`src/hdl/npc_pkg.sv`:
```
// Shared constants and types of the nearest palette color search.
package npc_pkg;

    localparam int PALETTE_ENTRIES = 256;
    localparam int IDX_W = (PALETTE_ENTRIES > 1) ? $clog2(PALETTE_ENTRIES) : 1;
    localparam int SQ_W = 16;
    localparam int DIST_W = 18;
    localparam logic [DIST_W-1:0] DIST_START = DIST_W'(256 * 256 * 3);

    localparam logic MODE_WRITE = 1'b0;
    localparam logic MODE_QUERY = 1'b1;

    typedef struct packed {
        logic [7:0] red;
        logic [7:0] green;
        logic [7:0] blue;
    } t_color;

    typedef struct packed {
        logic load;
        logic shift;
    } t_cell_ctl;

    typedef struct packed {
        logic clear;
        logic sample;
    } t_dist_ctl;

endpackage

```
`src/hdl/npc_cell.sv`:
```
// One palette cell of the rotating ring: holds one entry, loads or takes its neighbor's.
module npc_cell
    import npc_pkg::*;
(
    input  logic      i_clk,
    input  t_cell_ctl i_ctl,
    input  t_color    i_load_data,
    input  t_color    i_next,
    output t_color    o_data
);

    t_color r_data;

    always_ff @(posedge i_clk) begin
        if (i_ctl.load) begin
            r_data <= i_load_data;
        end else if (i_ctl.shift) begin
            r_data <= i_next;
        end
    end

    assign o_data = r_data;

endmodule

```
`config.mk`:
```
export PLATFORM = sky130hd
export DESIGN_NAME = npc_cell
export DESIGN_NICKNAME = d
export VERILOG_FILES = /design/src/hdl/npc_pkg.sv /design/src/hdl/npc_cell.sv
export SDC_FILE = /design/constraint.sdc
export NUM_CORES = 1
export LEC_CHECK = 0
export BUFFER_PORTS_ARGS = -buffer_cell sky130_fd_sc_hd__buf_4
export CORE_MARGIN = 2
export CORE_UTILIZATION = 37
export CTS_CLUSTER_DIAMETER = 120
export CTS_CLUSTER_SIZE = 16
export DETAILED_ROUTE_END_ITERATION = 10
export PLACE_DENSITY = 0.85
export SYNTH_ARGS = -nofsm -noshare
export SYNTH_HDL_FRONTEND = slang
export SYNTH_SLANG_ARGS = --single-unit
```
`constraint.sdc`:
```
create_clock -name i_clk -period 1.3 [get_ports i_clk]
set_input_delay 0.13 -clock i_clk [delete_from_list [all_inputs] [get_ports i_clk]]
set_output_delay 0.13 -clock i_clk [all_outputs]
set_load 0.005 [all_outputs]
```
-- Word-level counts from Yosys, hierarchy flattened
Index checks and enable logic that the tools add are counted.
- register bits: 24
- latch bits: 0
- RAM bits: 0
- ROM bits: 0
- logic and storage cells: 6
- memories: 0
- $add $sub $neg: 0
- $mul: 0
- div/mod/pow operators: 0
- magnitude comparators: 0
- eq/ne operators: 0
- shift-type cells: 0
- mux-type cells: 2
- bitwise operators: 0
- reductions and logical operators: 1
- operators with widths (operator ; number):
    $mux W24 ; 2
    $reduce_bool A2 Y1 ; 1

-- Logic depth before layout (Yosys ltp)
- depth in word-level cells: 2
- gate-level depth with buffers: 3
- mapped depth without buffers: 1

-- Least setup slack after synthesis
No wires, ideal clock.
- path type: input -> register
- from: input i_ctl[1] (netlist name)
- to: register r_data, in the netlist o_data[0] (enable)
- arrival: 0.975 ns
- data required time: 0.918 ns
- path slack: -0.057 ns
- stages on the path: 3
- buffers on the path: 2
- path through: buf_6 > buf_12 > or2_1
- longest elaborated chain between the ends: 1
- ends and longest elaborated chain (element ; RTL line ; RTL):
    start: declaration ; npc_cell.sv:6 ; input t_cell_ctl i_ctl,
    $reduce_bool A2 Y1 (no source line) ; -- ;
    end signal: assignment ; npc_cell.sv:16 ; r_data <= i_load_data;
    end signal: assignment ; npc_cell.sv:18 ; r_data <= i_next;
    end: declaration ; npc_cell.sv:12 ; t_color r_data;
Every way passes these cells.
A chain may end at the register's enable or synchronous reset.

-- Worst setup path after layout
- from: register r_data, in the netlist o_data[10]
- to: output o_data[10] (netlist name)
- RTL lines (element ; RTL line ; RTL):
    end: declaration ; npc_cell.sv:9 ; output t_color o_data
No word-level cell between the ends.

==> impl_results.rst <==
.. list-table::
   :header-rows: 1

   * - Metric
     - Value
   * - Outcome
     - complete, no violations
   * - Worst-path maximum fanout
     - 1
   * - Residual DRC count
     - 0
   * - Most common cell after layout, fill and taps aside
     - buf_4
   * - Req. time, crit path
     - between 1 and 1.5 ns
   * - Die Outline Area
     - approximately 0.0035 mm^2
   * - Highest cell delay on the worst timing path
     - between 0.4 and 0.5 ns
   * - Flip-flop count of the largest register after layout
     - 24
   * - Wirelength per Cell
     - about 15 um
   * - Distinct cell type count of the synthesized netlist
     - 6
   * - Sort of element at the start of the critical path
     - register
   * - Mapped Nets
     - between 100 and 150
   * - Total Neg Setup Slack
     - 0 ns
   * - Cell-by-cell trace of the critical path
     - buf_4
   * - Critical path type
     - reg2out
   * - H-tree depth reported by CTS
     - 1
   * - Seq/Total Area, Yosys
     - 64.4%
   * - Headroom to the max-slew limit
     - a little over three fifths
   * - Total global routing track utilization
     - a little over an eighth
   * - Wire length of the first global-routing pass
     - approximately 3400 um
   * - Area taken by multi-input logic gates
     - about 350 um^2
   * - Clock transition time at the flip-flop clock pins of the worst setup and hold paths
     - 0.13 ns
   * - Average size of a mapped cell
     - around 22 um^2
   * - Total of endpoints with negative setup slack in the final report
     - 0
   * - Post-Synthesis Cells
     - 52
   * - Maximum ir drop on the vdd rail
     - approximately 0.53 mV
   * - Post-CTS setup buffer count
     - 0
   * - Sequential cell area in the final layout
     - around 720 um^2
   * - CTS tree
     - done
   * - Clock root buffer
     - clkbuf_4
   * - Max_cap viols
     - 0
   * - CP bufs+invs
     - 1
   * - Leak pwr
     - ~0.8 nW
   * - Y dimension of the die
     - 59.0 um
   * - Cell area after technology mapping
     - ~0.0011 mm^2
   * - Number of warning messages in the yosys log
     - 0
   * - IO Pins
     - 75
   * - Slew of the pin with the lowest slew margin
     - roughly 0.55 ns
   * - Post-cts hold buffer count
     - 0
   * - Count of buffers inserted at the top-level ports
     - 74
   * - Number of pins with negative max-slew slack in the final report
     - 0
   * - Total global routing overflow
     - 0
   * - Final-report hold violation count
     - 0
   * - Post-synthesis sequential element count
     - 24
   * - Max stage delay cell, worst path
     - edfxtp_1
   * - Layout-stage area growth over the synthesis result
     - 52.6%
   * - Total power consumption of the routed design
     - between 1.5 and 2 mW
   * - Area of the core
     - roughly 0.0028 mm^2
   * - Achievable frequency
     - 1010 MHz
   * - Count of antenna diodes in the layout
     - 0
   * - Initial Utilization
     - around two fifths
   * - Clock buffer count from CTS
     - 3
   * - Number of search-and-repair iterations in the first detailed-routing pass
     - 4
   * - Clock Tree Buf Depth
     - 2
   * - Drt first-iter violations
     - 9
   * - Initial antenna violation count
     - 0
   * - Critical path endpoint category
     - output pin
   * - Pin count of the biggest net entering global routing
     - 25
   * - Half-perimeter wire length of the detailed placement result
     - 1870 um
   * - Via density per instance
     - approximately 4.7
   * - Hold Crit Class
     - in2reg
   * - Number of vias in the routed layout
     - ~740
   * - Resize count post-CTS
     - 0
   * - Standard-cell rows
     - 19
   * - Total length of routed wires
     - between 2000 and 2500 um
   * - Net count of the finished layout
     - 180
   * - Period Utilization, post-route
     - 76.5%
   * - Number of fill cells
     - approximately 230
   * - Post-detailed-route count of antenna-violating nets
     - 0
   * - Final RePlAce weighted congestion
     - 0.604
   * - Number of global-route vias before repair
     - 810
   * - Top delay family on crit path
     - flip-flops
   * - Share of layout cells above drive strength 1
     - around 80%
   * - Power density normalized to cell area
     - slightly below 1000 mW/mm^2
   * - Critical path arrival
     - roughly 0.86 ns
   * - Total number of clock tree sinks
     - 24
   * - Min Clock Period, post-route
     - a little under 1 ns
   * - RSZ-0062 raised after global routing
     - false
   * - X dimension of the die
     - just under 60 um
   * - Most used cells in the layout excluding fill and tap cells
     - buf_4, edfxtp_1, mux2_4, mux2_2, clkbuf_4
==> final timing paths <==
check  startpoint         end  slack [ns]  cells after the start
max    o_data[10]  o_data[10]        0.31                      1
min    i_next[20]  o_data[20]        0.12                      2
==> power breakdown <==
group	internal, mW	switching [mW]	leakage (nW)
Clock	0.112	0.208	0.0154
Sequential	0.949	0.0247	0.245
Combinational	0.274	0.113	0.543
Total	1.33	0.345	0.803
==> synth_stat cells, drive strengths merged <==
cell	count	share of area, %
mux2	24	31
buf	3	4.6
edfxtp	24	64
or2	1	0.56
==> logic make-up after synthesis <==
kind of cell           count (synthesis)  synth area share, %
buffers and inverters                  3                 4.58
DFF                                   24                 64.4
muxes                                 24                 30.5
and+or+nand+nor                        1                0.559
==> metrics by stage <==
| step | std cells | utilization, % | hold WS [ns] | worst slack, ns | instance area (um^2) |
|---|---|---|---|---|---|
| after floorplan | 52 | - | 0.347 | 0.129 | 1120 |
| after global placement | 155 | 60.0 | 0.431 | 0.206 | 1680 |
| after detailed placement | 155 | 60.0 | 0.433 | 0.180 | 1680 |
| after CTS | 159 | 60.9 | 0.107 | 0.296 | 1710 |
| after global routing | 159 | 60.9 | 0.0921 | 0.262 | 1710 |
| final | 159 | 60.9 | 0.118 | 0.306 | 1710 |
==> metal layers <==
metal	GRT usage [%]	wire, um
met2	28.4	1410
met1	12.6	769
met5	0	0
met4	4.87	34
met3	2.18	145
==> final cells by class <==
| class | instances | share of cell area (%) |
|---|---|---|
| Sequential cell | 24 | 42.2 |
| Clock buffer | 3 | 1.32 |
| Timing Repair Buffer | 75 | 33.7 |
| Tap cell | 31 | 2.27 |
| Multi-Input combinational cell | 25 | 20.4 |
| Clock inverter | 1 | 0.220 |
Note: power is estimated with default switching activity, not from simulation.
