===== src/hdl/npc_pkg.sv =====
// Shared constants and types of the nearest palette color search.
package npc_pkg;

    localparam int PALETTE_ENTRIES = 256;
    localparam int IDX_W = (PALETTE_ENTRIES > 1) ? $clog2(PALETTE_ENTRIES) : 1;
    localparam int SQ_W = 16;
    localparam int DIST_W = 18;
    localparam logic [DIST_W-1:0] DIST_START = DIST_W'(256 * 256 * 3);

    localparam logic MODE_WRITE = 1'b0;
    localparam logic MODE_QUERY = 1'b1;

    typedef struct packed {
        logic [7:0] red;
        logic [7:0] green;
        logic [7:0] blue;
    } t_color;

    typedef struct packed {
        logic load;
        logic shift;
    } t_cell_ctl;

    typedef struct packed {
        logic clear;
        logic sample;
    } t_dist_ctl;

endpackage


===== src/hdl/npc_dist.sv =====
// Distance unit at the ring head: squares, then sum and running minimum.
module npc_dist
    import npc_pkg::*;
(
    input  logic             i_clk,
    input  logic             i_rst_n,
    input  t_dist_ctl        i_ctl,
    input  t_color           i_query,
    input  t_color           i_entry,
    input  logic [IDX_W-1:0] i_idx,
    output logic [IDX_W-1:0] o_best_idx,
    output logic             o_busy
);

    function automatic logic [SQ_W-1:0] square_diff(input logic [7:0] a, input logic [7:0] b);
        logic [7:0] d;
        d = (a >= b) ? (a - b) : (b - a);
        return {8'd0, d} * {8'd0, d};
    endfunction

    logic [SQ_W-1:0]   r_sq_red;
    logic [SQ_W-1:0]   r_sq_green;
    logic [SQ_W-1:0]   r_sq_blue;
    logic [IDX_W-1:0]  r_idx;
    logic              r_valid;
    logic [DIST_W-1:0] r_best_dist;
    logic [IDX_W-1:0]  r_best_idx;
    logic [DIST_W-1:0] w_sum;

    assign w_sum = DIST_W'(r_sq_red) + DIST_W'(r_sq_green) + DIST_W'(r_sq_blue);

    always_ff @(posedge i_clk) begin
        if (!i_rst_n) begin
            r_valid <= 1'b0;
        end else begin
            r_valid <= i_ctl.sample;
        end
    end

    always_ff @(posedge i_clk) begin
        r_sq_red   <= square_diff(i_entry.red, i_query.red);
        r_sq_green <= square_diff(i_entry.green, i_query.green);
        r_sq_blue  <= square_diff(i_entry.blue, i_query.blue);
        r_idx      <= i_idx;
    end

    // strict less-than keeps the lowest index on a tie
    always_ff @(posedge i_clk) begin
        if (i_ctl.clear) begin
            r_best_dist <= DIST_START;
            r_best_idx  <= '0;
        end else if (r_valid && (w_sum < r_best_dist)) begin
            r_best_dist <= w_sum;
            r_best_idx  <= r_idx;
        end
    end

    assign o_best_idx = r_best_idx;
    assign o_busy     = r_valid;

endmodule


===== config.mk =====
export PLATFORM = sky130hd
export DESIGN_NAME = npc_dist
export DESIGN_NICKNAME = d
export VERILOG_FILES = /design/src/hdl/npc_pkg.sv /design/src/hdl/npc_dist.sv
export SDC_FILE = /design/constraint.sdc
export NUM_CORES = 1
export LEC_CHECK = 0
export BUFFER_PORTS_ARGS = -buffer_cell sky130_fd_sc_hd__buf_2
export CORE_ASPECT_RATIO = 0.75
export CORE_MARGIN = 3
export CORE_UTILIZATION = 40
export DETAILED_ROUTE_END_ITERATION = 7
export SYNTH_ARGS = -nofsm -noshare
export SYNTH_HDL_FRONTEND = slang
export SYNTH_SLANG_ARGS = --single-unit
export TNS_END_PERCENT = 5

===== constraint.sdc =====
create_clock -name i_clk -period 6.5 [get_ports i_clk]
set_input_delay 0.325 -clock i_clk [delete_from_list [all_inputs] [get_ports i_clk]]
set_output_delay 0.325 -clock i_clk [all_outputs]
set_load 0.005 [all_outputs]

; ---- Yosys cells after proc, flatten, opt, wreduce, memory -nomap -nowiden
; Cells that the tools add are included.
[op_classes]
reduce_logical = 1
mux = 3
order_cmp = 4
n_mul = 3
n_addsub = 8
[ops]
columns = operator, n
row1 = $mul A8 B8 Y16, 3
row2 = $sub A8 B8 Y8, 6
row3 = $ge A8 B8 Y1, 3
row4 = $mux W8, 3
row5 = $add A17 B16 Y18, 1
row6 = $lt A18 B18 Y1, 1
row7 = $add A16 B16 Y17, 1
row8 = $logic_and A1 B1 Y1, 1
[word_totals]
elab_cells = 26
regBits = 83
output_inout_bits = 9
input_bits = 60

; ---- Longest topological paths before layout
[depth]
depth_word = 4
ltp_mapped = 27
depth_no_buf = 27

; ---- Least setup slack after synthesis
; No wires, ideal clock.
[synth_path]
path_type = input port to flip-flop
start = input port i_entry[8] in the netlist's numbering
end = register r_sq_green[15]
arrival_time_ns = 5.955
cell_stages = 25
required_ns = 6.379
slack_ns = 0.424
setup_time_ns = 0.121
n_path_buf = 0
cell_sequence = inv_1 > ha_1 > inv_1 > fa_1 > nand3_1 > nand4_1 > a221oi_4 > mux2_2 > o21ai_2 > xnor2_4 > or2_1 > fa_1 > inv_1 > fa_1 > fa_1 > inv_1 > fa_1 > inv_1 > ha_1 > nor3_1 > o21a_1 > nor3_1 > a211oi_1 > a21oi_1 > xor2_1
[synth_via]
elab_chain_cells = 3
elab_cells_between_ends = 5
classes_between = 2 x add/sub / 1 x mul / 1 x order compare / 1 x mux
[synth_lines]
columns = element, line
row1 = "start, declared", npc_dist.sv:9  ; input t_color i_entry,
row2 = $sub A8 B8 Y8 or $ge A8 B8 Y1 (tied branches), npc_dist.sv:17  ; d = (a >= b) ? (a - b) : (b - a);
row3 = $mux W8 (*), npc_dist.sv:17
row4 = $mul A8 B8 Y16 (*), npc_dist.sv:18  ; return {8'd0, d} * {8'd0, d};
row5 = "end signal, assigned", npc_dist.sv:42  ; r_sq_green <= square_diff(i_entry.green, i_query.green);
row6 = "end, declared", npc_dist.sv:22  ; logic [SQ_W-1:0] r_sq_green;
; Mark *: on every way between the ends. The rest lies on a longest branch, timed or not.
; A chain may end at the register's enable or synchronous reset.

; ---- Final worst setup path
[layout_path]
start = input port i_entry[0] in the netlist's numbering
end = register r_sq_blue[13]
[layout_via]
elab_chain_cells = 3
elab_cells_between_ends = 5
classes_between = 2 x add/sub / 1 x mul / 1 x order compare / 1 x mux
[layout_lines]
columns = element, line
row1 = $sub A8 B8 Y8 or $ge A8 B8 Y1 (tied branches), npc_dist.sv:17
row2 = $mux W8 (*), npc_dist.sv:17
row3 = $mul A8 B8 Y16 (*), npc_dist.sv:18
row4 = "end signal, assigned", npc_dist.sv:43  ; r_sq_blue <= square_diff(i_entry.blue, i_query.blue);
row5 = "end, declared", npc_dist.sv:23  ; logic [SQ_W-1:0] r_sq_blue;
; Marked as above.

==> results <==
- The worst pin sits at a relative slew slack of 40.90%.
- The H-tree was split into 3 levels.
- In this run the worst path has a maximum fanout of 9.
- For this run, asynchronously set or reset flops after synthesis account for 0%.
- The count of filler cells inserted in the layout is 2501.
- TritonCTS built the clock tree.
- The largest buffer count on any clock path is 2.
- The critical path's slowest cell is fa_1.
- The worst-case setup slack after placement is -0.1714 ns.
- The via count of the first global-routing pass is 7589.
- The reg-to-reg startpoint is r_sq_red[7].
- The critical path is of the primary input to flip-flop type.
- The synthesized area per cell is 8.786 um2.
- The final layout contains routed wiring with a total length of ~20 mm.
- In this run, synthesis produced a sequential element count of 80.
- The wire length per cell is 12.50 um.
- The number of rows created at floorplan is 50.
- The later pin in the worst-skew pair is clocked with a latency of between 0.3 and 0.4 ns.
- The initial utilization of the core area, before any placement, comes to just over 40%.
- The die height is 146.0 um.
- The commonest non-fill, non-tap cell in the layout is inv_1.
- The number of sinks on the clock net is 80.
- The signal arrival time at the worst endpoint is 6.37 ns.
- The post-synthesis sequential area ratio is between 10% and 20%.
- The number of enable flip-flop cells after synthesis is 0.
- Static timing analysis puts the maximum clock frequency at 0.1624 GHz.
- For the worst setup path, the data required time is 6.72 ns.
- The number of buffers added on ports is between 60 and 70.
- In this run the cell area of the synthesized design comes to 10460 um2.
- The number of antenna violations at the first check in global routing came to 0.
- The post-layout instance count excluding filler cells is 1616.
- The tightest min-delay check is of the primary input to flip-flop type.
- The number of buffers created by CTS is 9.
- The worst path setup slack after routing is 0.3442 ns.
- Across the run, the number of max-cap violations was 0.
- The total count of hold-check failures in the final report is 0.
- Yosys mapped the design onto 70 distinct sky130hd cell types.
- The maximum number of pins on one net before global-route repair is 27.
- After clock tree synthesis, the clock-pin slew on the worst setup and hold paths is 0.06 ns.
- The post-placement cell count is 1599.
- The core box area is 25340 um2.
- The run finished with clean final reports.
- The fraction of final layout cells sized beyond drive strength 1 is approximately an eighth.
- After global routing the overflow that remains totals 0.
- In this run, the number of DRC markers left after iteration 0 of detailed routing was 327.
- The shortest clock period the worst path allows after layout is 6.156 ns.
- For this run, the leading register cell type out of synthesis is dfxtp_1.
- The count of nets left with antenna violations once routing finished came out at 0.
- The die covers around 28000 um2.
- Across every metal layer, demand over resource in global routing totals 14.86%.
- The maximum single-stage delay on the critical path is 0.54 ns.
- The worst path uses 94.71% of the clock period.
- The first global-routing pass estimated 35.38 mm of wire.
- The congestion estimate from routability-driven global placement came to between 0.8 and 0.9.
- The final layout contains 1597 nets.
- The worst setup path is launched from a primary input.
- The detail-routed via count per cell is ~4.8.
- The width of the chip is 192.7 um.
- Clock skew on the completed layout was measured at about 0.0076 ns.
- The origin of the worst setup path is i_entry[0].
- The worst hold slack is 0.09663 ns.
- Summed over all nets, the half-perimeter wirelength after detailed placement is 17.60 mm.
- Setup repair after global routing could not meet its margin everywhere.
- In the layout the commonest cells are 235 x inv_1, 166 x ha_1, 114 x nor2_1, 97 x fa_1, 80 x dfxtp_1.
- In this run, post-CTS hold repair placed 0 buffers.
- The total setup violations reported at the end of the flow is 0.
- The routed layout has between 7000 and 8000 vias.
- From synthesis to final layout, the design area changed by 11.38%.
- The worst setup path is captured at a flip-flop.
- The root buffer cell chosen for the clock tree is clkbuf_16.
- The number of antenna diodes in the final layout is 0.
- The number of slew-limit violations in the final report is 0.
- The DRC violations left is 0.
- The synthesized instance count is 1190.
- At the pin with the least slew margin, the transition time is 0.8619 ns.
- The startpoint of the lowest-slack hold path is i_idx[6].
- The I/O pin count is a little under 70.
- The number of synthesis warnings is 0.
- The first detailed-routing pass took 4 iterations.
==> sequential cells by signal, summed over array words and instances (netlist names) <==
signal / count
r_best_dist: 18
r_sq_green: 15
r_sq_red: 15
r_sq_blue: 15
o_busy: 1
r_idx: 8
o_best_idx: 8
==> cells by family (layout without fill, tap and decap cells) <==
| kind of cell | count (synthesis) | after routing | synth area share (%) |
|---|---|---|---|
| AOI/OAI and AO/OA | 211 | 211 | 13.87 |
| adders and majority gates | 263 | 263 | 38.44 |
| muxes | 34 | 34 | 3.267 |
| xor gates and xnor gates | 72 | 72 | 6.857 |
| buffers and inverters | 257 | 344 | 9.490 |
| DFF | 80 | 80 | 15.32 |
| other | 2 | 3 | 0.07183 |
| and+or+nand+nor | 271 | 271 | 12.69 |
==> path summary, 6_finish.rpt <==
path,endpoint,slack (ns),cells past startpoint
worst max-delay path,r_sq_blue[13],0.34,26
worst min-delay path,r_idx[6],0.1,1
worst max register to register,o_best_idx[6],1.67,16
worst min register to register,o_best_idx[4],0.47,2
==> Yosys cell counts, types with 5 or more instances <==
master | instances | area (um2)
a21oi_1 | 67 | 335.3
nand3b_1 | 7 | 52.55
xor2_1 | 17 | 148.9
nand2b_1 | 17 | 106.4
dfxtp_1 | 80 | 1602
ha_1 | 166 | 2077
o211ai_1 | 12 | 90.09
nand2_1 | 31 | 116.4
clkbuf_1 | 9 | 33.78
mux2i_1 | 33 | 330.3
inv_1 | 235 | 882.1
o21bai_1 | 11 | 82.58
a21o_1 | 28 | 210.2
o21ai_0 | 28 | 140.1
buf_2 | 6 | 30.03
a211oi_1 | 11 | 82.58
nor2b_1 | 11 | 68.82
nor2_1 | 114 | 427.9
fa_1 | 97 | 1942
o21a_1 | 14 | 105.1
xnor2_1 | 48 | 420.4
or4_1 | 5 | 37.54
nand3_1 | 12 | 60.06
or2_2 | 18 | 112.6
nor3_1 | 19 | 95.09
or3_1 | 9 | 56.30
nand4_1 | 10 | 62.56
==> what timing repair did <==
item	4_1_cts	5_1_grt
endpoints found under the setup margin	0	4
buffers inserted	0	2
resized for setup	0	3
==> worst max-delay path, delay by kind of cell <==
kind,cells,cell delay (ns)
xor+xnor,2,0.61
compound gates,9,1.89
mux,1,0.13
simple gates,2,0.44
fa+ha+maj,7,2.65
buf+inv,5,0.31
==> routing by layer <==
metal  up-vias  GRT usage [%]  wire [um]
li1       4064              -          -
met1      3551          24.14      11610
met2       113          21.03       7767
met3        10          2.256        731
met4         0          1.857         97
met5         -              0          0
==> final cells by class <==
type	count	area [um2]	area share, %
Timing Repair Buffer	93	528.0	4.534
Tap cell	338	422.9	3.632
Sequential cell	80	1602	13.75
Inverter	236	885.9	7.607
Multi-Input combinational cell	854	7896	67.81
Clock buffer	9	225.2	1.934
Clock inverter	6	85.08	0.7306
==> through the flow <==
stage	utilization [%]	area, um2	TNS, ns
6_report	45.96	11640	0
5_1_grt	45.96	11640	-0.07034
4_1_cts	45.84	11610	0
3_5_place_dp	44.61	11300	-0.1714
3_3_place_gp	44.61	11300	-0.05916
2_1_floorplan	-	10460	0
Power is not shown: default switching activity piles up to over one toggle a cycle in this logic, so the estimate is an artifact.
